File: src/rtl/bts_fifo.sv
// Small register FIFO with valid/ready on both sides.
// Depends on nothing; used for the command queue and the result queue.
`default_nettype none

module bts_fifo #(
    parameter int WIDTH = 32,
    parameter int DEPTH = 2,
    localparam int PW = (DEPTH > 1) ? $clog2(DEPTH) : 1,
    localparam int CW = $clog2(DEPTH + 1)
) (
    input  wire logic             aclk,
    input  wire logic             aresetn,
    input  wire logic             in_valid,
    output logic                  in_ready,
    input  wire logic [WIDTH-1:0] in_data,
    output logic                  out_valid,
    input  wire logic             out_ready,
    output logic      [WIDTH-1:0] out_data
);

    logic [WIDTH-1:0] mem_reg [DEPTH];
    logic [PW-1:0]    wr_ptr_reg, wr_ptr_next;
    logic [PW-1:0]    rd_ptr_reg, rd_ptr_next;
    logic [CW-1:0]    count_reg, count_next;
    logic             push, pop;

    assign in_ready  = (count_reg != CW'(DEPTH));
    assign out_valid = (count_reg != '0);
    assign out_data  = mem_reg[rd_ptr_reg];
    assign push      = in_valid && in_ready;
    assign pop       = out_valid && out_ready;

    // pointer and fill count update
    always_comb begin
        wr_ptr_next = wr_ptr_reg;
        rd_ptr_next = rd_ptr_reg;
        if (push) begin
            wr_ptr_next = (wr_ptr_reg == PW'(DEPTH - 1)) ? '0 : wr_ptr_reg + PW'(1);
        end
        if (pop) begin
            rd_ptr_next = (rd_ptr_reg == PW'(DEPTH - 1)) ? '0 : rd_ptr_reg + PW'(1);
        end
        count_next = count_reg + CW'(push) - CW'(pop);
    end

    always_ff @(posedge aclk) begin
        if (!aresetn) begin
            wr_ptr_reg <= '0;
            rd_ptr_reg <= '0;
            count_reg  <= '0;
        end else begin
            wr_ptr_reg <= wr_ptr_next;
            rd_ptr_reg <= rd_ptr_next;
            count_reg  <= count_next;
        end
    end

    // storage, no reset
    always_ff @(posedge aclk) begin
        if (push) begin
            mem_reg[wr_ptr_reg] <= in_data;
        end
    end

endmodule

`default_nettype wire

File: config.mk
export PLATFORM = sky130hd
export DESIGN_NAME = bts_fifo
export DESIGN_NICKNAME = d
export VERILOG_FILES = /design/src/rtl/bts_fifo.sv
export SDC_FILE = /design/constraint.sdc
export NUM_CORES = 1
export LEC_CHECK = 0
export ABC_CLOCK_PERIOD_IN_PS = 1620
export BUFFER_PORTS_ARGS = -buffer_cell sky130_fd_sc_hd__buf_4
export CAP_MARGIN = 40
export CORE_UTILIZATION = 38
export DETAILED_ROUTE_END_ITERATION = 12
export GPL_ROUTABILITY_DRIVEN = 1
export PLACE_DENSITY = 0.66
export SYNTH_ARGS = -nofsm -noshare
export SYNTH_HDL_FRONTEND = slang
export SYNTH_SLANG_ARGS = --single-unit
File: constraint.sdc
create_clock -name aclk -period 1.62 [get_ports aclk]
set_input_delay 0 -clock aclk [delete_from_list [all_inputs] [get_ports aclk]]
set_output_delay 0 -clock aclk [all_outputs]
set_load 0.005 [all_outputs]
==> results.sh <==
export IMPL_ys_types=25
export IMPL_min_to="count_reg[1]"
export IMPL_die_h_um=84.5
export IMPL_maxSlewViolCount=0
export IMPL_drc=6
export IMPL_synth_fp_nets=166
export IMPL_die_width_um=84.5
export IMPL_cts_repair_resized=0
export IMPL_crit_fanout=26
export IMPL_first_iter_violations=90
export IMPL_grt_max_degree=27
export IMPL_worstMarginPinSlew_ns=0.239
export IMPL_met1_usage_pct=16.6
export IMPL_drt_total_wl_mm=4.75
export IMPL_antenna_cells=0
export IMPL_fillers=521
export IMPL_initial_core_util_pct=40.0
export IMPL_min_path_cells=3
export IMPL_area_growth_syn_to_layout_pct=47.1
export IMPL_clockBufferDepth=2
export IMPL_r2r_start="count_reg[0]"
export IMPL_htreeDepth=3
export IMPL_top_usage_layer="met2"
export IMPL_vias=1513
export IMPL_status="complete, but fails checks"
export IMPL_finalHoldViolations=0
export IMPL_grt_setup_unrepaired="false"
export IMPL_netlist_area_um2=2580
export IMPL_rows=29
export IMPL_fin_crit_sh_pct=88.7
export IMPL_critPathKind="flop to flop"
export IMPL_r2r_end="mem_reg[0][0]"
export IMPL_hold_path_class="primary input to flop"
export IMPL_grt_use_total_pct=14.4
export IMPL_clk_pin_slew_ns=0.06
export IMPL_antenna_found_initial=0
export IMPL_gp_congestion=0.657
export IMPL_cts_buffers=9
export IMPL_clockRootBuffer="clkbuf_8"
export IMPL_place_area_um2=3250
export IMPL_dieArea_um2=7130
export IMPL_ys_seq_elements=69
export IMPL_gr_total_overflow=0
export IMPL_start_kind="flop"
export IMPL_grtUsageMet3_pct=4.42
export IMPL_io_buffers=69
export IMPL_cap_viol_max_count=0
export IMPL_hp_start="out_ready"
export IMPL_grt_pass1_vias=1569
export IMPL_insertion_delay_ns=0.34
export IMPL_post_cts_buffers=0
export IMPL_hpwlAfterDp_mm=2.88
export IMPL_maxSlewHeadroom_pct=84.0
export IMPL_largest_reg_flops=64
export IMPL_critPathRequiredTime_ns=1.65
export IMPL_clkSinkCount=69
export IMPL_tns_ns=0
export IMPL_setup_viol=0
export IMPL_cts_tree="built"
export IMPL_leakagePower_nw=1.45
export IMPL_ir_drop_mv=0.701
export IMPL_postSynthAreaPerCell_um2=20.0
export IMPL_wl_per_cell_um=14.5
export IMPL_met2_usage_pct=23.8
export IMPL_layout_min_cycle_time_ns=1.44
export IMPL_whs_ns=0.0565
export IMPL_violations="design-rule violations"
export IMPL_total_power_mw=4.87
export IMPL_dr_pass1_iters=8
export IMPL_synth_cells=129
export IMPL_worst_clock_skew_ns=0.0102
export IMPL_ant_nets=0
export IMPL_setup_worst_path_end_class="flop"
export IMPL_core_um2=6460
export IMPL_fmax_mhz=696
export IMPL_p_per_area_nw_per_um2=1280
export IMPL_ioPinCount=70
export IMPL_layout_commonest_cell="buf_4"
export IMPL_layout_nets=282
export IMPL_seq_area_frac_synth_pct=78.3
export IMPL_finalInstanceArea_um2=3800
export IMPL_ys_warn_count=0
export IMPL_layout_drive_gt1_share_pct=49.2
export IMPL_reg2reg_setup_slack_ns=0.18
export IMPL_viasPerCell=4.63
export IMPL_grt_pass1_wl_mm=7.53
export IMPL_ff2ff_path_depth=4
export IMPL_mostFrequentLayoutCells="buf_4 (72), edfxtp_1 (64), dlygate4sd3_1 (34), mux2_2 (30), clkbuf_8 (9)"
export IMPL_crit_arrival_ns=1.47
layout make-up:
| class | instances | area [um^2] | share of cell area, % |
|---|---|---|---|
| flip-flops and latches | 69 | 2020 | 53.2 |
| repair buffers | 109 | 941 | 24.8 |
| multi-input cells | 55 | 520 | 13.7 |
| clock buffers | 9 | 124 | 3.26 |
| well taps | 77 | 96.3 | 2.53 |
| clock inverters | 7 | 90.1 | 2.37 |
| inverters | 1 | 7.51 | 0.197 |
synth_stat cells:
master    count  share of area, %
mux2i_1       1              0.39
and2_1        3              0.73
ha_1          1              0.48
nand2b_1      2              0.48
mux2_1        2              0.87
and3_1        1              0.24
buf_2         1              0.19
xnor2_1       1              0.34
inv_1         1              0.15
nand3b_1      1              0.29
nand3_1       1              0.19
a211oi_1      1              0.29
nor2b_1       1              0.24
a21boi_1      1              0.29
a32oi_1       1              0.34
edfxtp_1     64                74
buf_6         3               1.3
dfxtp_1       5               3.9
o21ai_1       1              0.19
a21bo_1       2              0.77
nand2_1       1              0.15
o21ai_0       1              0.19
or2_2         1              0.24
nor2_1        2              0.29
mux2_2       30                13
metal layers:
layer  share of wire (%)  up-vias
li1                    -      734
met1                  40      721
met2                  52       46
met3                 5.2       12
met4                 2.3        0
met5                   0        -
worst max path at each step:
stage,from,endpoint,slack [ns],depth (start not counted)
2_1_floorplan,count_reg[0],mem_reg[0][0],0.07,3
3_3_place_gp,count_reg[0],mem_reg[0][24],0.24,4
3_5_place_dp,count_reg[0],mem_reg[0][24],0.20,4
4_1_cts,flop,out_data[21],0.16,3
5_1_grt,count_reg[0],mem_reg[0][4],0.10,4
6_report,count_reg[0],mem_reg[0][0],0.18,4
logic make-up after synthesis:
| family | Yosys count | synth area share (%) |
|---|---|---|
| AO/OA/AOI/OAI | 7 | 2.08 |
| XOR/XNOR | 1 | 0.339 |
| adder cells (fa/ha/maj) | 1 | 0.484 |
| buffers and inverters | 5 | 1.65 |
| flip-flops | 69 | 78.3 |
| multiplexers | 33 | 14.3 |
| AND/OR/NAND/NOR | 13 | 2.86 |
per-stage QoR:
| stage | worst slack (ns) | cells | utilization [%] |
|---|---|---|---|
| 3_5_place_dp | 0.200 | 277 | 50.3 |
| 4_1_cts | 0.156 | 327 | 58.9 |
| 2_1_floorplan | 0.0740 | 129 | - |
| 6_report | 0.182 | 327 | 58.9 |
| 3_3_place_gp | 0.242 | 277 | 50.3 |
| 5_1_grt | 0.105 | 327 | 58.9 |
what timing repair did:
item                                    CTS  global route
hold endpoints to repair                 69             0
endpoints found under the setup margin    0             0
hold buffers                             34             0
worst max-delay path, cell delays in order (launching register included):
cell        delay, ns
dfxtp_1          0.45
nand2b_1         0.21
nand3b_1         0.16
clkinvlp_4       0.13
buf_12           0.18
report_power, final:
part           internal (mW)  switching (mW)
combinational          0.706           0.449
sequential              2.17          0.0695
clock                  0.858           0.621
total                   3.73            1.14
(Power assumes the default switching activity.)
