===== config.mk =====
export PLATFORM = sky130hd
export DESIGN_NAME = bts_front
export DESIGN_NICKNAME = d
export VERILOG_FILES = /design/src/rtl/bts_pkg.sv /design/src/rtl/bts_front.sv
export SDC_FILE = /design/constraint.sdc
export NUM_CORES = 1
export LEC_CHECK = 0
export BUFFER_PORTS_ARGS = -buffer_cell sky130_fd_sc_hd__buf_4
export CORE_UTILIZATION = 44
export DETAILED_ROUTE_END_ITERATION = 7
export GPL_ROUTABILITY_DRIVEN = 0
export GPL_TIMING_DRIVEN = 0
export PLACE_DENSITY = 0.6
export SLEW_MARGIN = 20
export SYNTH_ARGS = -nofsm -noshare
export SYNTH_HDL_FRONTEND = slang
export SYNTH_SLANG_ARGS = --single-unit

===== constraint.sdc =====
create_clock -name aclk -period 6.05 [get_ports aclk]
set_input_delay 0.9075 -clock aclk [delete_from_list [all_inputs] [get_ports aclk]]
set_output_delay 0.9075 -clock aclk [all_outputs]
set_load 0.01 [all_outputs]

===== src/rtl/bts_pkg.sv =====
// Shared types, widths and helpers for the bilinear texture sampler.
// No dependencies; imported by the front end, blend, back end, top level, checker and testbench.
`default_nettype none

package bts_pkg;

    // Fixed-point format of the coordinates and blend weights
    localparam int FRAC_BITS = 16;
    localparam int COORD_W   = 17;
    localparam int SIZE_W    = 7;
    localparam int TXY_W     = 6;
    localparam int TEXEL_W   = 32;
    localparam int CHAN_W    = 8;
    localparam int NUM_CHAN  = 4;

    // Derived arithmetic widths
    localparam int T_W   = COORD_W + SIZE_W;          // u*size + half
    localparam int IDX_W = T_W - FRAC_BITS;           // integer part of t
    localparam int WGT_W = FRAC_BITS + 1;             // weight up to 1.0
    localparam int H_W   = FRAC_BITS + CHAN_W;        // horizontal lerp
    localparam int P_W   = 2 * FRAC_BITS + CHAN_W;    // vertical product
    localparam int PAY_W = (TEXEL_W > 2 * FRAC_BITS) ? TEXEL_W : 2 * FRAC_BITS;

    localparam logic [T_W-1:0]   T_HALF = T_W'(1) << (FRAC_BITS - 1);
    localparam logic [WGT_W-1:0] W_ONE  = WGT_W'(1) << FRAC_BITS;
    localparam logic [P_W-1:0]   P_HALF = P_W'(1) << (2 * FRAC_BITS - 1);

    // Defaults for the top-level parameters
    localparam int DEF_MAX_WIDTH  = 64;
    localparam int DEF_MAX_HEIGHT = 64;

    // Queue depths
    localparam int CMD_DEPTH = 2;
    localparam int OUT_DEPTH = 4;

    // Configuration port
    localparam int APB_ADDR_W = 3;
    localparam int APB_DATA_W = 32;
    localparam logic [SIZE_W-1:0] SIZE_RESET = 7'd64;

    typedef enum logic {
        OP_WRITE  = 1'b0,
        OP_SAMPLE = 1'b1
    } op_t;

    typedef enum logic {
        REG_TEX_WIDTH  = 1'b0,
        REG_TEX_HEIGHT = 1'b1
    } reg_idx_t;

    typedef enum logic [1:0] {
        ST_IDLE = 2'b01,
        ST_READ = 2'b10
    } seq_state_t;

    typedef struct packed {
        logic [IDX_W-1:0]     lo;
        logic [IDX_W-1:0]     hi;
        logic [FRAC_BITS-1:0] frac;
    } axis_t;

    // Neighbor indices clamped to the edge, plus weight of the upper one.
    // t is the position shifted by half a texel, size is at least 1.
    function automatic axis_t axis_setup(input logic [T_W-1:0] t,
                                         input logic [SIZE_W-1:0] size);
        logic [IDX_W-1:0] i1;
        logic [IDX_W-1:0] i0;
        logic [IDX_W-1:0] last;
        axis_t r;
        i1     = t[T_W-1:FRAC_BITS];
        i0     = (i1 == '0) ? '0 : i1 - IDX_W'(1);
        last   = IDX_W'(size) - IDX_W'(1);
        r.lo   = (i0 > last) ? last : i0;
        r.hi   = (i1 > last) ? last : i1;
        r.frac = t[FRAC_BITS-1:0];
        return r;
    endfunction

endpackage

`default_nettype wire


===== src/rtl/bts_front.sv =====
// Front end: accepts transactions, scales coordinates and clamps neighbors,
// builds texel addresses and hands commands to the queue. Uses bts_pkg.
`default_nettype none

module bts_front import bts_pkg::*; #(
    parameter int MAX_WIDTH  = DEF_MAX_WIDTH,
    parameter int MAX_HEIGHT = DEF_MAX_HEIGHT,
    localparam int DEPTH = MAX_WIDTH * MAX_HEIGHT,
    localparam int AW    = (DEPTH > 1) ? $clog2(DEPTH) : 1
) (
    input  wire logic               aclk,
    input  wire logic               aresetn,
    input  wire logic               s_valid,
    output logic                    s_ready,
    input  wire logic               s_op,
    input  wire logic [TXY_W-1:0]   s_texel_x,
    input  wire logic [TXY_W-1:0]   s_texel_y,
    input  wire logic [TEXEL_W-1:0] s_texel_rgba,
    input  wire logic [COORD_W-1:0] s_u_coord,
    input  wire logic [COORD_W-1:0] s_v_coord,
    input  wire logic [SIZE_W-1:0]  tex_width,
    input  wire logic [SIZE_W-1:0]  tex_height,
    output logic                    cmd_valid,
    input  wire logic               cmd_ready,
    output logic                    cmd_sample,
    output logic      [AW-1:0]      cmd_a00,
    output logic      [AW-1:0]      cmd_a10,
    output logic      [AW-1:0]      cmd_a01,
    output logic      [AW-1:0]      cmd_a11,
    output logic      [PAY_W-1:0]   cmd_pay
);

    function automatic logic [AW-1:0] texel_addr(input logic [IDX_W-1:0] x,
                                                 input logic [IDX_W-1:0] y);
        return AW'(32'(y) * 32'(MAX_WIDTH) + 32'(x));
    endfunction

    logic [SIZE_W-1:0]  w_eff, h_eff;
    logic               s_acc, in_store, advance;
    logic               fv_reg, fv_next;
    op_t                op_reg;
    logic               keep_reg;
    logic [AW-1:0]      waddr_reg;
    logic [TEXEL_W-1:0] rgba_reg;
    logic [T_W-1:0]     tx_reg, ty_reg;
    logic [SIZE_W-1:0]  w_reg, h_reg;
    axis_t              ax, ay;

    // sizes in use: zero reads as one, oversize as the store limit
    always_comb begin
        w_eff = tex_width;
        if (tex_width == '0) begin
            w_eff = SIZE_W'(1);
        end else if (32'(tex_width) > 32'(MAX_WIDTH)) begin
            w_eff = SIZE_W'(MAX_WIDTH);
        end
        h_eff = tex_height;
        if (tex_height == '0) begin
            h_eff = SIZE_W'(1);
        end else if (32'(tex_height) > 32'(MAX_HEIGHT)) begin
            h_eff = SIZE_W'(MAX_HEIGHT);
        end
    end

    // handshake: stage register drains to the queue, or drops a stray write
    assign s_acc    = s_valid && s_ready;
    assign in_store = (32'(s_texel_x) < 32'(MAX_WIDTH)) &&
                      (32'(s_texel_y) < 32'(MAX_HEIGHT));
    assign advance  = fv_reg && (!keep_reg || cmd_ready);
    assign s_ready  = !fv_reg || advance;

    always_comb begin
        fv_next = fv_reg;
        if (s_acc) begin
            fv_next = 1'b1;
        end else if (advance) begin
            fv_next = 1'b0;
        end
    end

    always_ff @(posedge aclk) begin
        if (!aresetn) begin
            fv_reg <= 1'b0;
        end else begin
            fv_reg <= fv_next;
        end
    end

    // stage 1: capture and scale the coordinates
    always_ff @(posedge aclk) begin
        if (s_acc) begin
            op_reg    <= op_t'(s_op);
            keep_reg  <= (op_t'(s_op) == OP_SAMPLE) || in_store;
            waddr_reg <= AW'(32'(s_texel_y) * 32'(MAX_WIDTH) + 32'(s_texel_x));
            rgba_reg  <= s_texel_rgba;
            tx_reg    <= T_W'(s_u_coord) * T_W'(w_eff) + T_HALF;
            ty_reg    <= T_W'(s_v_coord) * T_W'(h_eff) + T_HALF;
            w_reg     <= w_eff;
            h_reg     <= h_eff;
        end
    end

    // stage 2: neighbor clamp and addresses
    assign ax = axis_setup(tx_reg, w_reg);
    assign ay = axis_setup(ty_reg, h_reg);

    assign cmd_valid  = fv_reg && keep_reg;
    assign cmd_sample = (op_reg == OP_SAMPLE);

    always_comb begin
        if (op_reg == OP_SAMPLE) begin
            cmd_a00 = texel_addr(ax.lo, ay.lo);
            cmd_pay = PAY_W'({ay.frac, ax.frac});
        end else begin
            cmd_a00 = waddr_reg;
            cmd_pay = PAY_W'(rgba_reg);
        end
        cmd_a10 = texel_addr(ax.hi, ay.lo);
        cmd_a01 = texel_addr(ax.lo, ay.hi);
        cmd_a11 = texel_addr(ax.hi, ay.hi);
    end

endmodule

`default_nettype wire


==> results of run 1 <==
[worst register-to-register path: cells and delay by family (launching register included)]
kind / cells / cell delay [ns]
buf+inv: 1 / 0.31
simple gates: 2 / 0.56
flops: 1 / 0.32
[power groups by stage]
stage	clock network (µW)	logic (µW)	registers (µW)
after floorplan	0	2110	1090
final	612	3120	1100
after CTS	627	3060	1110
after detailed placement	0	3030	1120
after global placement	0	2980	1130
after global routing	649	3520	1120
[per-layer routing]
layer | vias to the layer above | global-route usage
met5 | - | 0
met3 | 14 | 0.02164
met1 | 5313 | 0.3025
li1 | 5227 | -
met4 | 0 | 0.04133
met2 | 209 | 0.3548
[worst max-delay path by stage]
| stage | startpoint | end | slack [ns] | depth (start not counted) |
|---|---|---|---|---|
| after global placement | tex_width[6] | tx_reg[17] | -0.93 | 19 |
| after detailed placement | tex_width[6] | tx_reg[17] | -0.97 | 19 |
| after global routing | ty_reg[19] | cmd_a00[10] | -0.03 | 19 |
| after floorplan | tex_width[6] | tx_reg[16] | 0.51 | 18 |
| final | ty_reg[19] | cmd_a00[10] | 0.23 | 18 |
| after CTS | ty_reg[20] | cmd_a00[9] | 0.02 | 18 |
[cell type report]
class / count / area (µm²)
plain buffers: 51 / 315.3
clock buffers: 9 / 225.2
clock inverters: 7 / 76.32
fillers: 2989 / 15010
inverters: 235 / 882.1
multi-input cells: 1067 / 10150
flip-flops and latches: 108 / 3233
well taps: 435 / 544.3
repair buffers: 188 / 1444
[cells by family after synthesis]
| family | count (synthesis) | synth area share |
|---|---|---|
| fa+ha+maj | 310 | 0.3489 |
| compound gates | 177 | 0.07993 |
| buf+inv | 286 | 0.08184 |
| simple gates | 445 | 0.1726 |
| flops | 108 | 0.2240 |
| xor+xnor | 68 | 0.04127 |
| mux | 67 | 0.05150 |
[cell usage after synthesis (3+ instances only)]
library cell | instances | share of area
or3_1 | 9 | 0.0039
mux2_2 | 47 | 0.037
nor2_1 | 60 | 0.016
nor3_1 | 18 | 0.0062
nand2b_1 | 11 | 0.0048
o211ai_1 | 7 | 0.0036
and2_1 | 206 | 0.089
o21ai_0 | 22 | 0.0076
buf_1 | 4 | 0.0010
a211oi_1 | 8 | 0.0042
edfxtp_1 | 107 | 0.22
a21o_1 | 24 | 0.012
clkbuf_1 | 23 | 0.0060
nor2b_1 | 18 | 0.0078
or2_0 | 3 | 0.0013
buf_4 | 19 | 0.0099
o21ai_1 | 18 | 0.0062
a31oi_1 | 4 | 0.0017
nand4_1 | 11 | 0.0048
and3_1 | 13 | 0.0056
nor4_1 | 5 | 0.0022
a21oi_1 | 49 | 0.017
fa_1 | 154 | 0.21
mux2i_1 | 18 | 0.012
nand2_1 | 54 | 0.014
o21a_1 | 10 | 0.0052
nand3_1 | 19 | 0.0066
ha_1 | 156 | 0.14
and4_1 | 4 | 0.0024
a2111oi_0 | 4 | 0.0024
xnor2_1 | 49 | 0.030
inv_1 | 234 | 0.061
xor2_1 | 19 | 0.012
[metrics by stage]
stage | hold slack, ns | util | TNS (ns)
floorplan | 0.6096 | - | 0
global placement | 0.5262 | 0.5119 | -11.82
detailed placement | 0.5431 | 0.5135 | -13.49
CTS | 0.5546 | 0.5242 | 0
global route | 0.6007 | 0.5293 | -0.03471
finish | 0.5513 | 0.5293 | 0
[what timing repair did]
action | CTS | global route
pin swaps | 0 | 1
hold buffers | 0 | 0
setup endpoints to repair | 26 | 28
buffers inserted | 0 | 7
gates resized for setup | 15 | 36
hold endpoints to repair | 0 | 0
==> reports/results.txt, run 1 <==
Initial DRT Pass Iterations: 5
Layout net count: 2067
Seq/Total Area, Yosys: 0.2240
Reg2reg end: tx_reg[20]
Post-synthesis cell area: 14430 µm²
Routed WL per cell: 16.39 µm
Comb pwr share: 0.646
Vias in the first global route: 10940
Final period util: 0.9620
Worst slack, placed: -0.9718 ns
Met2 wire length: 15840 µm
Largest fanout on the critical path: 8
DIE AREA: 33530 µm²
CP required: 5.14 ns
Max VDD drop: 144.2 µV
N_diodes: 0
Max incr delay on CP: 0.40 ns
Max cap viols: 0
DRC errors left: 0
Worst hold endpoint: fv_reg
Fin. Hold Viols: 0
Top layer in use: met4
Clock skew: 0.01034 ns
Worst-path cell chain: buf_4, or3_4, or3_4, or3_1, mux2_1, ha_1, nand4_1, o21a_1, nor2_2, buf_6, mux2i_4, ha_2, fa_2, nor3b_2, xor2_1, mux2i_1, a21oi_1, buf_4
Die W: 183.1 µm
Synth warn: 0
Post-Synthesis Cells: 1461
Total global-route track usage: 0.2133
Cell family with most CP delay: simple AND/OR/NAND/NOR gates
Pleak: 0.008158 µW
Hold path depth: 2
Crit path max-delay cell type: edfxtp_1
Top-Level Pins: 180
Reg2Reg Launch Point: fv_reg
Worst-Margin Slew: 0.9017 ns
Share of layout cells above drive strength 1: 0.1934
Shortest period the worst path allows: 5.820 ns
Post-synth EDFFs: 107
CTS tree: built
Worst path arrival time: 4.91 ns
GR Overflow Total: 0
Mapped Nets: 1868
1st-iter DRT viols: 488
Reg power frac: 0.228
Reg2Reg Depth: 3
Ys async rst share: 0
Outcome: completed
Max reg flops: 32
Clk slew on worst S/H paths: 0.08 ns
Vias: 10760
Clock latency on the worst-skew pair: 0.36 ns
Netlist cell types: 75
Most common cell after layout, fill and taps aside: inv_1
Initial antenna violation count: 0
Critical path class: flop to primary output
HP Class: flop to flop
Placed Area: 16370 µm²
Final Worst Setup Slack: 0.2299 ns
Critical Path Start Type: flop
Largest net degree at the start of global routing: 47
Clock Power Share: 0.126
Design Power: 4837 µW
Final setup viols: 0
FP Rows: 65
H-tree depth: 3
M1 wire length: 17010 µm
Ys flop type: edfxtp_1
Non-filler instance count after layout: 2100
Core area: 31880 µm²
Cts bufs inserted: 9
Layout area overhead: 16.91%
Met3 Wirelength: 1296 µm
Post-synthesis average cell area: 9.879 µm²
Switch share: 0.4311
CTS Buffer Depth: 2
R2R Setup Slk: 4.52 ns
Routed WL: 34410 µm
Design Area, Final: 16870 µm²
Post-route ant nets: 0
Drt via density: 5.125
Psw: 2085 µW
Placed cells: 2077
Seq cells post-synth: 108
Power Dens Cells: 286.7 nW/µm²
Root buffer cell: clkbuf_16
Final slew viol count: 0
First-pass GRT wire length: 56290 µm
Initial Utilization: 0.4527
RSZ-0062 raised after global routing: yes
I/O Buffers: 179
Slew headroom: 0.3945
WP buf/inv: 3
Min-delay src: fv_reg
Post-DP HPWL: 28090 µm
Commonest non-fill, non-tap cells in the layout: inv_1, and2_1, buf_4
# clock sinks: 108
Die Y: 183.1 µm
Internal: 2752 µW
Max Freq: 171.8 MHz
CP endpoint kind: primary output
Power figures use the tool's default switching activity.
==> run 2: changes to the inputs <==
--- a/config.mk
+++ b/config.mk
@@ -11,6 +11,7 @@
 export GPL_ROUTABILITY_DRIVEN = 0
 export GPL_TIMING_DRIVEN = 0
 export PLACE_DENSITY = 0.6
+export RECOVER_POWER = 50
 export SLEW_MARGIN = 20
 export SYNTH_ARGS = -nofsm -noshare
 export SYNTH_HDL_FRONTEND = slang
==> reports/results.txt, run 2 (synthesis gave the netlist of run 1 again) <==
Max Freq: 171.9 MHz (was 171.8 MHz)
Core area: 31880 µm² (unchanged)
Vias in the first global route: 10940 (unchanged)
Final setup viols: 0 (unchanged)
Pleak: 0.008115 µW (was 0.008158 µW)
Worst path arrival time: 4.91 ns (about the same)
First-pass GRT wire length: 56290 µm (unchanged)
Cts bufs inserted: 9 (unchanged)
CTS Buffer Depth: 2 (unchanged)
Die Y: 183.1 µm (unchanged)
Clk slew on worst S/H paths: 0.08 ns (about the same)
1st-iter DRT viols: 506 (was 488)
Fin. Hold Viols: 0 (unchanged)
Layout area overhead: 16.54% (was 16.91%)
Non-filler instance count after layout: 2100 (unchanged)
Met3 Wirelength: 1184 µm (was 1296 µm)
Routed WL: 34390 µm (was 34410 µm)
Max reg flops: 32 (unchanged)
CP endpoint kind: primary output (unchanged)
M1 wire length: 17130 µm (was 17010 µm)
Routed WL per cell: 16.38 µm (was 16.39 µm)
CP required: 5.14 ns (about the same)
# clock sinks: 108 (unchanged)
Initial Utilization: 0.4527 (unchanged)
DRC errors left: 0 (unchanged)
Initial antenna violation count: 0 (unchanged)
FP Rows: 65 (unchanged)
Failing checks: max-capacitance violations, max-slew violations
HP Class: flop to flop (unchanged)
Placed Area: 16370 µm² (unchanged)
Finished Core Util: 0.5276 (was 0.5293)
Clock latency on the worst-skew pair: 0.36 ns (about the same)
Critical Path Start Type: flop (unchanged)
Top layer in use: met4 (unchanged)
Post-DP HPWL: 28090 µm (unchanged)
Largest fanout on the critical path: 8 (unchanged)
Met2 wire length: 15820 µm (was 15840 µm)
Drt via density: 5.119 (was 5.125)
Power Dens Cells: 287.1 nW/µm² (was 286.7 nW/µm²)
Design Area, Final: 16820 µm² (was 16870 µm²)
Top-Level Pins: 180 (unchanged)
Total global-route track usage: 0.2133 (unchanged)
RSZ-0062 raised after global routing: yes (unchanged)
Slew headroom: -0.6837 (was 0.3945)
Share of layout cells above drive strength 1: 0.1898 (was 0.1934)
Outcome: finished, violations left (was completed)
H-tree depth: 3 (unchanged)
Final slew viol count: 112 (was 0)
Shortest period the worst path allows: 5.817 ns (was 5.820 ns)
CTS tree: built (unchanged)
R2R Setup Slk: 1.81 ns (was 4.52 ns)
I/O Buffers: 179 (unchanged)
Largest net degree at the start of global routing: 47 (unchanged)
DIE AREA: 33530 µm² (unchanged)
Final period util: 0.9615 (was 0.9620)
CTS Hold Buffers Added: 0 (unchanged)
Clock skew: 0.01030 ns (was 0.01034 ns)
Critical path class: flop to primary output (unchanged)
Initial DRT Pass Iterations: 5 (unchanged)
Worst-Margin Slew: 2.526 ns (was 0.9017 ns)
Die W: 183.1 µm (unchanged)
Most common cell after layout, fill and taps aside: inv_1 (unchanged)
N_diodes: 0 (unchanged)
Vias: 10750 (was 10760)
Placed cells: 2077 (unchanged)
Post-route ant nets: 0 (unchanged)
Commonest non-fill, non-tap cells in the layout: inv_1, and2_1, buf_4 (unchanged)
Layout net count: 2067 (unchanged)
Max cap viols: 3 (was 0)
Max VDD drop: 144.2 µV (about the same)
GR Overflow Total: 0 (unchanged)
Root buffer cell: clkbuf_16 (unchanged)
[run 2: cell count changes in the layout (fill, tap and decap cells not counted)]
cell      before  now
and2_0         0    2
and2_4         1    0
and2_1       205  204
buf_4        205  157
buf_12         1    0
buf_16         1    0
clkbuf_4       0   45
clkbuf_1      11   16
[run 2: routing by layer]
metal / track usage / vias to the layer above
met5: 0 / -
met4: 0.04133 / 0
met3: 0.02164 / 14
met2: 0.3548 / 202
met1: 0.3025 / 5308
li1: - / 5226
[run 2: area by class of cell]
type	count	area [µm²]
Fill cell	2999	15060
Multi-Input combinational cell	1067	10150
Inverter	235	882.1
Timing Repair Buffer	188	1393
Sequential cell	108	3233
Buffer	51	315.3
Clock inverter	7	76.32
Tap cell	435	544.3
Clock buffer	9	225.2
[run 2: metrics by stage]
stage          hold WS, ns  setup slack (ns)   TNS, ns  total power (µW)
3_5_place_dp        0.5431           -0.9718    -13.49              4158
4_1_cts             0.5546           0.01635         0              4796
2_1_floorplan       0.6096            0.5054         0              3194
3_3_place_gp        0.5262           -0.9315    -11.82              4106
5_1_grt             0.5915          -0.03436  -0.03471              5282
6_report            0.5463            0.2327         0              4829
[run 2: timing repair]
action                     4_1_cts  5_1_grt
pin swaps                        0        1
setup buffers                    0        7
setup endpoints to repair       26       28
gates resized for setup         15       36
[run 2: worst paths after layout]
check	startpoint	cells after the start	end
worst max-delay path	ty_reg[19]	19	cmd_a00[10]
worst min-delay path	fv_reg	2	fv_reg
worst max register to register	fv_reg	3	tx_reg[18]
worst min register to register	fv_reg	2	fv_reg
[run 2: worst max-delay path, stage by stage, from the launching register on]
cell	delay (ns)
edfxtp_1	0.40
buf_4	0.19
or3_4	0.37
or3_4	0.37
or3_1	0.32
mux2_1	0.33
ha_1	0.32
nand4_1	0.16
nor2b_1	0.17
o21a_1	0.20
nor2_2	0.07
buf_6	0.14
mux2i_4	0.19
ha_2	0.23
fa_2	0.37
nor3b_2	0.18
xor2_1	0.16
mux2i_1	0.14
a21oi_1	0.09
buf_4	0.14
[run 2: where the power goes]
group,internal [µW],switching [µW],total [µW],leakage (µW)
registers,1020,80.8,1110,0.00105
clock network,295,315,610,0.000149
logic,1430,1690,3110,0.00691
==> run 3: changes to the inputs <==
--- a/config.mk
+++ b/config.mk
@@ -6,6 +6,7 @@
 export NUM_CORES = 1
 export LEC_CHECK = 0
 export BUFFER_PORTS_ARGS = -buffer_cell sky130_fd_sc_hd__buf_4
+export CORE_ASPECT_RATIO = 1.75
 export CORE_UTILIZATION = 44
 export DETAILED_ROUTE_END_ITERATION = 7
 export GPL_ROUTABILITY_DRIVEN = 0
==> constraint.sdc (replaced) <==
create_clock -name aclk -period 6.5 [get_ports aclk]
set_input_delay 0.975 -clock aclk [delete_from_list [all_inputs] [get_ports aclk]]
set_output_delay 0.975 -clock aclk [all_outputs]
set_load 0.01 [all_outputs]
==> reports/results.txt, run 3 (synthesis gave the netlist of run 1 again) <==
Vias: 10860 (was 10750)
Vias in the first global route: 11960 (was 10940)
CTS Buffer Depth: 2 (unchanged)
Post-route ant nets: 0 (unchanged)
FP Rows: 87 (was 65)
Root buffer cell: clkbuf_16 (unchanged)
Slew headroom: -0.9572 (was -0.6837)
Failing checks: design-rule violations, max-capacitance violations, max-slew violations (was max-capacitance violations, max-slew violations)
Initial DRT Pass Iterations: 8 (was 5)
Filler Cells Inserted: 3036 (was 2999)
Most common cell after layout, fill and taps aside: inv_1 (unchanged)
Core area: 32220 µm² (was 31880 µm²)
Critical path class: input port to flop (was flop to primary output)
Fin. Hold Viols: 0 (unchanged)
Drt via density: 5.267 (was 5.119)
GR Overflow Total: 0 (unchanged)
Routed WL per cell: 18.53 µm (was 16.38 µm)
Reg2reg end: ty_reg[14] (was tx_reg[18])
First-pass GRT wire length: 61600 µm (was 56290 µm)
Worst path arrival time: 6.39 ns (was 4.91 ns)
Final setup viols: 0 (unchanged)
DRC errors left: 7 (was 0)
DIE AREA: 33560 µm² (was 33530 µm²)
Clk slew on worst S/H paths: 0.08 ns (about the same)
Clock latency on the worst-skew pair: 0.38 ns (was 0.36 ns)
Die Y: 241.6 µm (was 183.1 µm)
HP Class: flop to flop (unchanged)
Layout net count: 2063 (was 2067)
Max cap viols: 2 (was 3)
Outcome: finished, violations left (unchanged)
CP startpoint: tex_height[6] (was ty_reg[19])
Register area: 3233 µm² (unchanged)
Final period util: 0.9636
Worst-Margin Slew: 2.936 ns (was 2.526 ns)
1st-iter DRT viols: 410 (was 506)
Max Freq: 159.7 MHz
Critical path capture point: ty_reg[20] (was cmd_a00[10])
Final slew viol count: 110 (was 112)
CP endpoint kind: flop (was primary output)
Power Dens Cells: 273.4 nW/µm² (was 287.1 nW/µm²)
Layout area overhead: 15.40% (was 16.54%)
Initial antenna violation count: 0 (unchanged)
N_diodes: 0 (unchanged)
CTS tree: built (unchanged)
Top-Level Pins: 180 (unchanged)
Largest fanout on the critical path: 10 (was 8)
Final setup TNS: 0 ns (unchanged)
Die W: 138.9 µm (was 183.1 µm)
Area occupied by multi-input gates: 10060 µm² (was 10150 µm²)
H-tree depth: 3 (unchanged)
Critical Path Start Type: input port (was flop)
Min-delay src: fv_reg (unchanged)
Clock skew: 0.009308 ns (was 0.01030 ns)
Reg2Reg Depth: 4 (was 3)
I/O Buffers: 179 (unchanged)
Initial Utilization: 0.4479 (was 0.4527)
Routed WL: 38200 µm (was 34390 µm)
Cts bufs inserted: 9 (unchanged)
# clock sinks: 108 (unchanged)
CP required: 6.63 ns (was 5.14 ns)
Largest net degree at the start of global routing: 56 (was 47)
Share of layout cells above drive strength 1: 0.1776 (was 0.1898)
R2R Setup Slk: 1.21 ns (was 1.81 ns)
Post-DP HPWL: 32350 µm (was 28090 µm)
CTS Hold Buffers Added: 0 (unchanged)
Max VDD drop: 148.7 µV (was 144.2 µV)
RSZ-0062 raised after global routing: no (was yes)
Commonest non-fill, non-tap cells in the layout: inv_1, and2_1, ha_1 (was inv_1, and2_1, buf_4)
Finished Core Util: 0.5169 (was 0.5276)
Shortest period the worst path allows: 6.264 ns
Total global-route track usage: 0.2398 (was 0.2133)
Pleak: 0.008047 µW (was 0.008115 µW)
Max reg flops: 32 (unchanged)
Reg2Reg Launch Point: fv_reg (unchanged)
## run 3: repair_timing
item / 4_1_cts / 5_1_grt
cloned: 0 / 0
endpoints found under the setup margin: 12 / 18
gates resized for setup: 6 / 16
buffers inserted: 0 / 3
## run 3: worst min path at each step
stage	endpoint	slack, ns	cells past startpoint
global route	fv_reg	0.58	2
CTS	fv_reg	0.55	2
detailed placement	fv_reg	0.54	2
global placement	fv_reg	0.51	2
floorplan	fv_reg	0.61	2
finish	fv_reg	0.53	2
## run 3: area by class of cell
class	count	area share
Buffer	51	0.01833
Clock buffer	9	0.01352
Clock inverter	7	0.005484
Inverter	235	0.05296
Multi-Input combinational cell	1067	0.6039
Sequential cell	108	0.1941
Tap cell	400	0.03005
Timing Repair Buffer	184	0.08159
## run 3: per-stage QoR
| step | instances | hold WS (ns) | cell area [µm²] | power, µW | setup slack (ns) |
|---|---|---|---|---|---|
| 3_3_place_gp | 2040 | 0.5111 | 16280 | 3940 | -0.6220 |
| 5_1_grt | 2061 | 0.5764 | 16650 | 4955 | 0.01095 |
| 3_5_place_dp | 2042 | 0.5384 | 16330 | 3995 | -0.6132 |
| 2_1_floorplan | 1461 | 0.6096 | 14430 | 2973 | 0.8879 |
| 6_report | 2061 | 0.5348 | 16650 | 4553 | 0.2364 |
| 4_1_cts | 2058 | 0.5505 | 16660 | 4604 | 0.008161 |
## run 3: routing by layer
| layer | share of wire | vias to the layer above | GRT usage |
|---|---|---|---|
| li1 | - | 5200 | - |
| met1 | 0.33 | 5356 | 0.2132 |
| met2 | 0.61 | 220 | 0.5107 |
| met3 | 0.025 | 80 | 0.02950 |
| met4 | 0.042 | 0 | 0.1124 |
| met5 | 0 | - | 0 |
## run 3: where the power goes
| part | internal, µW | leakage, µW | switching [µW] | total (µW) |
|---|---|---|---|---|
| clock network | 277 | 0.000152 | 308 | 585 |
| registers | 955 | 0.00105 | 81.1 | 1040 |
| logic | 1310 | 0.00684 | 1620 | 2930 |
| total | 2540 | 0.00805 | 2010 | 4550 |
## run 3: critical path, cell delays in order
cell	delay, ns
buf_4	0.13
nor2b_1	0.64
clkbuf_1	0.55
nand2_1	0.16
fa_1	0.53
fa_1	0.50
inv_1	0.05
fa_1	0.47
inv_1	0.05
fa_1	0.47
inv_1	0.04
ha_1	0.32
o21ai_1	0.10
o21ai_1	0.25
nand4_1	0.28
a211oi_1	0.56
o32ai_1	0.17
xnor2_1	0.14
